`config.mk`:
```
export PLATFORM = sky130hd
export DESIGN_NAME = circular_run_queue_with_remove
export DESIGN_NICKNAME = d
export VERILOG_FILES = /design/src/crq_pkg.sv /design/src/circular_run_queue_with_remove.sv /design/src/crq_ctrl.sv /design/src/crq_datapath.sv
export SDC_FILE = /design/constraint.sdc
export NUM_CORES = 2
export LEC_CHECK = 0
export BUFFER_PORTS_ARGS = -buffer_cell sky130_fd_sc_hd__buf_2
export CAP_MARGIN = 25
export CORE_UTILIZATION = 40
export DETAILED_ROUTE_END_ITERATION = 12
export GPL_ROUTABILITY_DRIVEN = 0
export PLACE_DENSITY = 0.58
export SLEW_MARGIN = 20
export SYNTH_ARGS = -nofsm -noshare
export SYNTH_HDL_FRONTEND = slang
export SYNTH_SLANG_ARGS = --single-unit
```
`constraint.sdc`:
```
create_clock -name clk -period 12.2 [get_ports clk]
set_input_delay 2.44 -clock clk [delete_from_list [all_inputs] [get_ports clk]]
set_output_delay 2.44 -clock clk [all_outputs]
set_load 0.05 [all_outputs]
```
`src/crq_pkg.sv`:
```
// ----------------------------------------------------------------------------
// crq_pkg
// shared request, result and controller types for the run queue
// ----------------------------------------------------------------------------
package crq_pkg;

  typedef enum logic [1:0] {
    MODE_ENQ    = 2'd0,
    MODE_DEQ    = 2'd1,
    MODE_REMOVE = 2'd2,
    MODE_FIND   = 2'd3
  } mode_t;

  typedef enum logic [1:0] {
    RES_DONE      = 2'd0,
    RES_FULL      = 2'd1,
    RES_EMPTY     = 2'd2,
    RES_NOT_FOUND = 2'd3
  } res_t;

  typedef enum logic [2:0] {
    S_IDLE,
    S_DECIDE,
    S_DEQ,
    S_SCAN,
    S_SHIFT,
    S_REPLY
  } state_t;

  typedef struct packed {
    logic  latch_req;
    logic  cfg_write;
    logic  enq;
    logic  deq_read;
    logic  deq_take;
    logic  scan_start;
    logic  scan_adv;
    logic  scan_miss;
    logic  scan_hit;
    logic  shift_move;
    logic  remove_done;
    logic  set_res;
    res_t  res_code;
    logic  push_out;
  } cmd_t;

  typedef struct packed {
    mode_t mode;
    logic  full;
    logic  empty;
    logic  hit;
    logic  last;
    logic  more;
    logic  out_free;
  } stat_t;

endpackage

```
`src/circular_run_queue_with_remove.sv`:
```
// ----------------------------------------------------------------------------
// circular_run_queue_with_remove
// circular queue of process ids with enqueue, dequeue, find and remove
// ----------------------------------------------------------------------------
//  channel | signals                               | word
//  in      | in_valid, in_stall                    | mode, new_id, key_id
//  out     | out_valid, out_stall                  | status, result_id, occupancy,
//          |                                       | is_empty, is_full
//  cfg     | cfg_valid, cfg_ready                  | cfg_data (queue capacity)
//
//  one word at a time; enqueue and rejected requests go from decode straight to reply,
//  dequeue adds a read step, find scans from the head up to the match, remove
//  also shifts the later entries over the match, and a search miss scans every
//  entry held; one slot memory read or slot move per cycle in scan and shift
//  reset and a capacity write empty the queue; capacity resets to 64
//  a new word is taken while the previous result waits; a stalled result
//  holds the sequencer in its reply step
// ----------------------------------------------------------------------------
module circular_run_queue_with_remove #(
  parameter int MAX_SLOTS = 64,
  parameter int ID_BITS   = 16
) (
  input  logic        clk,
  input  logic        rst,
  input  logic        in_valid,
  output logic        in_stall,
  input  logic [1:0]  mode,
  input  logic [15:0] new_id,
  input  logic [15:0] key_id,
  output logic        out_valid,
  input  logic        out_stall,
  output logic [1:0]  status,
  output logic [15:0] result_id,
  output logic [6:0]  occupancy,
  output logic        is_empty,
  output logic        is_full,
  input  logic        cfg_valid,
  output logic        cfg_ready,
  input  logic [6:0]  cfg_data
);

  crq_pkg::cmd_t  cmd;
  crq_pkg::stat_t stat;

  crq_ctrl u_ctrl (
    .clk       (clk),
    .rst       (rst),
    .in_valid  (in_valid),
    .in_stall  (in_stall),
    .cfg_valid (cfg_valid),
    .cfg_ready (cfg_ready),
    .stat      (stat),
    .cmd       (cmd)
  );

  crq_datapath #(
    .MAX_SLOTS (MAX_SLOTS),
    .ID_BITS   (ID_BITS)
  ) u_datapath (
    .clk       (clk),
    .rst       (rst),
    .cmd       (cmd),
    .stat      (stat),
    .cfg_data  (cfg_data),
    .mode      (mode),
    .new_id    (new_id),
    .key_id    (key_id),
    .out_valid (out_valid),
    .out_stall (out_stall),
    .status    (status),
    .result_id (result_id),
    .occupancy (occupancy),
    .is_empty  (is_empty),
    .is_full   (is_full)
  );

endmodule

```
`src/crq_ctrl.sv`:
```
// ----------------------------------------------------------------------------
// crq_ctrl
// request sequencer: decode, dequeue, scan, shift and reply steps
// ----------------------------------------------------------------------------
module crq_ctrl (
  input  logic           clk,
  input  logic           rst,
  input  logic           in_valid,
  output logic           in_stall,
  input  logic           cfg_valid,
  output logic           cfg_ready,
  input  crq_pkg::stat_t stat,
  output crq_pkg::cmd_t  cmd
);

  crq_pkg::state_t state;
  crq_pkg::state_t state_next;

  always_ff @(posedge clk) begin
    if (rst) begin
      state <= crq_pkg::S_IDLE;
    end else begin
      state <= state_next;
    end
  end

  always_comb begin
    state_next = state;
    case (state)
      crq_pkg::S_IDLE: begin
        if (!cfg_valid && in_valid) begin
          state_next = crq_pkg::S_DECIDE;
        end
      end
      crq_pkg::S_DECIDE: begin
        if (stat.mode == crq_pkg::MODE_ENQ || stat.empty) begin
          state_next = crq_pkg::S_REPLY;
        end else if (stat.mode == crq_pkg::MODE_DEQ) begin
          state_next = crq_pkg::S_DEQ;
        end else begin
          state_next = crq_pkg::S_SCAN;
        end
      end
      crq_pkg::S_DEQ: begin
        state_next = crq_pkg::S_REPLY;
      end
      crq_pkg::S_SCAN: begin
        if (stat.hit) begin
          state_next = (stat.mode == crq_pkg::MODE_FIND) ? crq_pkg::S_REPLY : crq_pkg::S_SHIFT;
        end else if (stat.last) begin
          state_next = crq_pkg::S_REPLY;
        end
      end
      crq_pkg::S_SHIFT: begin
        if (!stat.more) begin
          state_next = crq_pkg::S_REPLY;
        end
      end
      crq_pkg::S_REPLY: begin
        if (stat.out_free) begin
          state_next = crq_pkg::S_IDLE;
        end
      end
      default: state_next = crq_pkg::S_IDLE;
    endcase
  end

  always_comb begin
    cmd       = '0;
    cfg_ready = 1'b0;
    in_stall  = 1'b1;
    case (state)
      crq_pkg::S_IDLE: begin
        cfg_ready = 1'b1;
        in_stall  = cfg_valid;
        if (cfg_valid) begin
          cmd.cfg_write = 1'b1;
        end else if (in_valid) begin
          cmd.latch_req = 1'b1;
        end
      end
      crq_pkg::S_DECIDE: begin
        cmd.set_res = 1'b1;
        if (stat.mode == crq_pkg::MODE_ENQ) begin
          if (stat.full) begin
            cmd.res_code = crq_pkg::RES_FULL;
          end else begin
            cmd.res_code = crq_pkg::RES_DONE;
            cmd.enq      = 1'b1;
          end
        end else if (stat.empty) begin
          cmd.res_code = crq_pkg::RES_EMPTY;
        end else if (stat.mode == crq_pkg::MODE_DEQ) begin
          cmd.set_res  = 1'b0;
          cmd.deq_read = 1'b1;
        end else begin
          cmd.set_res    = 1'b0;
          cmd.scan_start = 1'b1;
        end
      end
      crq_pkg::S_DEQ: begin
        cmd.deq_take = 1'b1;
        cmd.set_res  = 1'b1;
        cmd.res_code = crq_pkg::RES_DONE;
      end
      crq_pkg::S_SCAN: begin
        cmd.scan_adv = 1'b1;
        if (stat.hit) begin
          cmd.scan_hit = 1'b1;
          cmd.set_res  = 1'b1;
          cmd.res_code = crq_pkg::RES_DONE;
        end else if (stat.last) begin
          cmd.set_res  = 1'b1;
          cmd.res_code = crq_pkg::RES_NOT_FOUND;
        end else begin
          cmd.scan_miss = 1'b1;
        end
      end
      crq_pkg::S_SHIFT: begin
        if (stat.more) begin
          cmd.shift_move = 1'b1;
          cmd.scan_adv   = 1'b1;
        end else begin
          cmd.remove_done = 1'b1;
        end
      end
      crq_pkg::S_REPLY: begin
        cmd.push_out = stat.out_free;
      end
      default: begin
        cmd = '0;
      end
    endcase
  end

endmodule

```
`src/crq_datapath.sv`:
```
// ----------------------------------------------------------------------------
// crq_datapath
// slot memory, queue indices, scan pointers and result register
// ----------------------------------------------------------------------------
module crq_datapath #(
  parameter int MAX_SLOTS = 64,
  parameter int ID_BITS   = 16
) (
  input  logic           clk,
  input  logic           rst,
  input  crq_pkg::cmd_t  cmd,
  output crq_pkg::stat_t stat,
  input  logic [6:0]     cfg_data,
  input  logic [1:0]     mode,
  input  logic [15:0]    new_id,
  input  logic [15:0]    key_id,
  output logic           out_valid,
  input  logic           out_stall,
  output logic [1:0]     status,
  output logic [15:0]    result_id,
  output logic [6:0]     occupancy,
  output logic           is_empty,
  output logic           is_full
);

  localparam int AW = $clog2(MAX_SLOTS);
  localparam int CW = ((AW > 7) ? AW : 7) + 1;

  function automatic logic [AW-1:0] wrap_inc(input logic [AW-1:0] idx, input logic [6:0] cap);
    logic [CW-1:0] s;
    s = CW'(idx) + CW'(1);
    return (s >= CW'(cap)) ? '0 : s[AW-1:0];
  endfunction

  logic [ID_BITS-1:0]  mem [MAX_SLOTS];
  logic [ID_BITS-1:0]  rdata;
  logic                mem_we;
  logic [AW-1:0]       mem_waddr;
  logic [ID_BITS-1:0]  mem_wdata;
  logic [AW-1:0]       mem_raddr;

  logic [6:0]          cap_cfg;
  logic [6:0]          cap_eff;
  logic [AW-1:0]       rd;
  logic [AW-1:0]       wr;
  logic [6:0]          cnt;
  logic [AW-1:0]       ptr;
  logic [AW-1:0]       cur;
  logic [6:0]          k;

  crq_pkg::mode_t      req_mode;
  logic [ID_BITS-1:0]  req_new;
  logic [ID_BITS-1:0]  req_key;
  crq_pkg::res_t       res_code;
  logic [ID_BITS-1:0]  res_id;

  logic [ID_BITS+15:0] new_ext;
  logic [ID_BITS+15:0] key_ext;
  logic [ID_BITS+15:0] res_ext;

  assign new_ext = {{ID_BITS{1'b0}}, new_id};
  assign key_ext = {{ID_BITS{1'b0}}, key_id};
  assign res_ext = {16'h0000, res_id};

  always_comb begin
    if (cap_cfg == 7'd0) begin
      cap_eff = 7'd1;
    end else if (32'(cap_cfg) > 32'(MAX_SLOTS)) begin
      cap_eff = 7'(MAX_SLOTS);
    end else begin
      cap_eff = cap_cfg;
    end
  end

  assign mem_we    = cmd.enq | cmd.shift_move;
  assign mem_waddr = cmd.enq ? wr : cur;
  assign mem_wdata = cmd.enq ? req_new : rdata;
  assign mem_raddr = (cmd.deq_read | cmd.scan_start) ? rd : ptr;

  always_ff @(posedge clk) begin
    if (mem_we) begin
      mem[mem_waddr] <= mem_wdata;
    end
    rdata <= mem[mem_raddr];
  end

  assign stat.mode     = req_mode;
  assign stat.full     = (cnt >= cap_eff);
  assign stat.empty    = (cnt == 7'd0);
  assign stat.hit      = (rdata == req_key);
  assign stat.last     = (k == cnt - 7'd1);
  assign stat.more     = (k < cnt);
  assign stat.out_free = !out_valid || !out_stall;

  // queue indices and count
  always_ff @(posedge clk) begin
    if (rst) begin
      cap_cfg <= 7'd64;
      rd      <= '0;
      wr      <= '0;
      cnt     <= '0;
    end else if (cmd.cfg_write) begin
      cap_cfg <= cfg_data;
      rd      <= '0;
      wr      <= '0;
      cnt     <= '0;
    end else begin
      if (cmd.enq) begin
        wr  <= wrap_inc(wr, cap_eff);
        cnt <= cnt + 7'd1;
      end
      if (cmd.deq_take) begin
        rd  <= wrap_inc(rd, cap_eff);
        cnt <= cnt - 7'd1;
      end
      if (cmd.remove_done) begin
        wr  <= (wr == '0) ? AW'(cap_eff - 7'd1) : wr - AW'(1);
        cnt <= cnt - 7'd1;
      end
    end
  end

  // request, scan and result registers
  always_ff @(posedge clk) begin
    if (cmd.latch_req) begin
      req_mode <= crq_pkg::mode_t'(mode);
      req_new  <= new_ext[ID_BITS-1:0];
      req_key  <= key_ext[ID_BITS-1:0];
      res_id   <= '0;
    end
    if (cmd.scan_start) begin
      ptr <= wrap_inc(rd, cap_eff);
      cur <= rd;
      k   <= '0;
    end
    if (cmd.scan_adv) begin
      ptr <= wrap_inc(ptr, cap_eff);
    end
    if (cmd.scan_miss || cmd.shift_move) begin
      cur <= wrap_inc(cur, cap_eff);
      k   <= k + 7'd1;
    end
    if (cmd.scan_hit) begin
      res_id <= rdata;
      k      <= k + 7'd1;
    end
    if (cmd.deq_take) begin
      res_id <= rdata;
    end
    if (cmd.set_res) begin
      res_code <= cmd.res_code;
    end
  end

  // output register
  always_ff @(posedge clk) begin
    if (rst) begin
      out_valid <= 1'b0;
    end else if (cmd.push_out) begin
      out_valid <= 1'b1;
    end else if (!out_stall) begin
      out_valid <= 1'b0;
    end
  end

  always_ff @(posedge clk) begin
    if (cmd.push_out) begin
      status    <= res_code;
      result_id <= res_ext[15:0];
      occupancy <= cnt;
      is_empty  <= (cnt == 7'd0);
      is_full   <= (cnt == cap_eff);
    end
  end

endmodule

```
==> key figures <==
Clock network
  – CTS tree: built
  – Clk buf depth: 3
  – H-tree level count: 3
  – Clock Sinks: ~1200
  – Clock Latency Late Sink: ~0.7 ns
  – Hold-fix buffers at CTS: 0
  – CTS root buf: clkbuf_16
  – Clk slew on worst S/H paths: 0.06 ns
  – CTS resizes: 0
  – CTS Buf Count: between 100 and 150
  – Setup Fix Bufs, Post-CTS: 0

Pwr
  – Switching Power: 4.28 mW
  – IR drop worst, VDD: 0.000194 V
  – Sw frac: 34.8%
  – Clock power frac: 28.1%
  – Pleak: 18.2 nW
  – Power share of the sequential group: 43.6%
  – Power Density: 228 mW/mm^2
  – Combinational Power Share: 28.3%
  – Internal power: 8.01 mW

Timing
  – Final setup fails: 0
  – Final hold violations: 0
  – Worst Skew: 0.0265 ns
  – Minimum clock period: between 5 and 6 ns
  – Setup TNS: 0 ns
  – Fin crit share: 45.2%
  – Max-slew violations: 0
  – Rel. slew slack: 23.2%
  – Worst slew pin tran: 1.15 ns
  – Max Clock Freq: 181 MHz
  – RSZ-0062 raised after global routing: false

Global routing
  – Initial antenna violation count: 7
  – Gr ovfl total: 0
  – Global-route wire length before repair: 191000 um
  – Overall Global Routing Usage: 21.7%
  – Vias in the first global route: 27000
  – Pin count of the biggest net entering global routing: 138

Logic synthesis
  – Post-synthesis cell type count: 61
  – Top-count cell post-synth: edfxtp_1
  – Yosys warnings: 0
  – FFs w/ async S/R, synth: 0%
  – Synth Register Bits: ~1200
  – Synth area leader: edfxtp_1
  – Top FF cell, synth: edfxtp_1
  – Synth top area share: 71.4%
  – Post-synth EDFFs: 1122
  – Main area contributors after synthesis: edfxtp_1, nand2_1, mux2i_1
  – Post-synthesis cell count: 3352
  – Avg Cell Area, Syn: roughly 14 sq um
  – Post-synthesis net count: 3449
  – Seq/Total Area, Yosys: 73.3%
  – Most frequent cells after synthesis: edfxtp_1, nand2_1, mux2i_1
  – Synthesized area: 0.0472 sq mm

Final layout
  – Fin nets: 3567
  – Design area: between 0.05 and 0.06 sq mm
  – Synth-to-Final Area Change: 14.0%
  – Share of cells above drive strength 1: 13.3%
  – FILL cells: 10200

Floorplan
  – Die area: roughly 0.12 sq mm
  – Core ar.: 0.117 sq mm
  – Rows: 125
  – Total I/O pin count: between 70 and 80
  – Die span in y: 346 um
  – Die X: 346 um
  – Initial Utilization: approximately 40%

Status
  – Status: finished clean

Placed design
  – Placed Area: between 0.05 and 0.06 sq mm
  – Final HPWL DP: 75100 um
  – PortBufs: 75

Flow run
  – Max-cap violations: 0

Critical path
  – CP max FO: ~140
  – CP Depth: 13
  – CP max stage cell: buf_4
  – Worst R2R End: u_datapath.rdata[4]
  – Cells on worst reg2reg path: 13
  – Slowest stage delay, CP: roughly 0.90 ns
  – Largest delay contributor family on the critical path: buffers and inverters
  – Critical Path, Cell by Cell: inv_1 -> ha_1 -> nor3b_2 -> a211o_1 -> buf_4 -> mux2i_4 -> buf_12 -> buf_4 -> mux2i_1 -> o22ai_1 -> o21ai_0 -> and4_1 -> nand4_1
  – CP Launch Type: flip-flop
  – Worst setup EP type: flip-flop
  – Reg2reg start: u_datapath.cnt[0]
  – Most frequent CP cell: buf_4
  – Crit path buffers/inverters: 4
  – Reg2reg setup slack: 6.68 ns
  – Worst Path Required: 12.76 ns
  – Critical Path AT: 6.07 ns
  – Crit Path Category: flip-flop to flip-flop

Hold path
  – Worst hold endpoint: u_datapath.result_id[10]
  – Hold crit path type: flip-flop to flip-flop
  – Worst Hold Launch: u_datapath.res_id[10]
  – Hold depth: 0

Route
  – Post-DR vias/cell: roughly 5.7
  – Drt drc: 0
  – Via count: around 29000
  – ANT nets after route: 0
  – WL/cell: 25.9 um
  – Initial DRC count: 2801
  – Initial DRT Pass Iterations: 5
  – Final Routed Wirelength: around 130000 um
==> worst register-to-register path, cell delays in order, from the launching register on <==
cell	delay, ns
dfxtp_1	0.37
inv_1	0.16
ha_1	0.26
nor3b_2	0.50
a211o_1	0.22
buf_4	0.28
mux2i_4	0.34
buf_12	0.57
buf_4	1.07
mux2i_1	0.36
o22ai_1	0.10
o21ai_0	0.77
and4_1	0.31
nand4_1	0.09
==> cells in the final DEF (no fill, tap or decap), types with 7 or more instances in the layout <==
master     Yosys  routed
a21o_1        20      20
a21oi_1       99      95
a311oi_1      16      16
a31oi_1       43      38
a32oi_1       50      50
and2_1        19      19
and3_1         7       7
and4_1        16      16
buf_2         74      78
buf_4          7     112
bufinv_16      0       7
clkbuf_1      95      35
clkbuf_16      0     117
clkbuf_8       0       7
clkinv_1       0      23
clkinv_2       0      18
dfxtp_1       46      46
edfxtp_1    1122    1122
ha_1          51      51
inv_1         38      38
mux2i_1      233     230
nand2_1      699     679
nand2_2        2      22
nand2b_1      18      18
nand3_1      172     172
nand3b_1       8       8
nand4_1       72      72
nor2_1        47      45
nor3_1        45      10
nor3_2         0      34
nor4_2         0      29
o21ai_0       72      71
o22ai_1      103     103
or4_1         17      17
xnor2_1       32      32
xor2_1        14      14
==> power groups by stage <==
stage / clock [mW] / sequential, mW / combinational [mW]
2_1_floorplan: 0 / 5.38 / 2.06
3_3_place_gp: 0 / 5.43 / 3.42
3_5_place_dp: 0 / 5.43 / 3.47
4_1_cts: 3.50 / 5.35 / 3.48
5_1_grt: 3.66 / 5.36 / 3.71
6_report: 3.45 / 5.35 / 3.48
==> registers in the layout (all words and copies together) (netlist names), 16 cells and up <==
| signal | flops |
|---|---|
| u_datapath.mem | 1024 |
| u_datapath.req_key | 16 |
| u_datapath.result_id | 16 |
| u_datapath.req_new | 16 |
| u_datapath.rdata | 16 |
| u_datapath.res_id | 16 |
==> worst max-delay path by stage <==
| stage | startpoint | end | slack [ns] |
|---|---|---|---|
| global route | u_datapath.cnt[0] | u_datapath.rdata[4] | 6.45 |
| CTS | u_datapath.cnt[0] | u_datapath.rdata[4] | 6.65 |
| floorplan | cfg_valid | in_stall | 6.95 |
| detailed placement | u_datapath.cnt[0] | u_datapath.rdata[4] | 6.64 |
| finish | u_datapath.cnt[0] | u_datapath.rdata[4] | 6.68 |
| global placement | u_datapath.cnt[0] | u_datapath.rdata[4] | 6.70 |
==> kinds of logic (layout without fill, tap and decap cells) <==
group / after synthesis / count (layout) / share of synthesized area [%]
flip-flops: 1168 / 1168 / 73.3
buffers and inverters: 231 / 450 / 2.15
multiplexers: 241 / 241 / 5.14
XOR/XNOR: 46 / 46 / 0.853
other: 0 / 5 / 0
AO/OA/AOI/OAI: 441 / 441 / 5.97
adder cells (fa/ha/maj): 51 / 51 / 1.35
AND/OR/NAND/NOR: 1174 / 1174 / 11.2
==> metrics by stage <==
step	instances	power (mW)	setup slack (ns)	util (%)	hold slack (ns)
floorplan	3352	7.44	6.95	-	0.400
global placement	4871	8.85	6.70	42.9	0.402
detailed placement	4874	8.90	6.64	43.0	0.405
CTS	5092	12.3	6.65	46.1	0.416
global route	5095	12.7	6.45	46.1	0.420
finish	5100	12.3	6.68	46.1	0.416
==> cell type report <==
type	count	area [sq um]	area share, %
repair buffers	194	1300	2.42
inverters	38	143	0.265
flip-flops and latches	1168	34600	64.3
clock buffers	159	3160	5.86
multi-input cells	1953	12200	22.7
clock inverters	59	504	0.937
diodes	5	12.5	0.0232
well taps	1524	1910	3.54
==> per-layer routing <==
| layer | wire [um] | vias to the layer above | global-route usage (%) |
|---|---|---|---|
| met3 | 10700 | 201 | 4.64 |
| met4 | 4320 | 2 | 7.17 |
| met1 | 55800 | 14600 | 30.1 |
| met2 | 61400 | 1080 | 34.1 |
| li1 | - | 12900 | - |
| met5 | 13 | - | 0 |
Power figures use the tool's default switching activity.
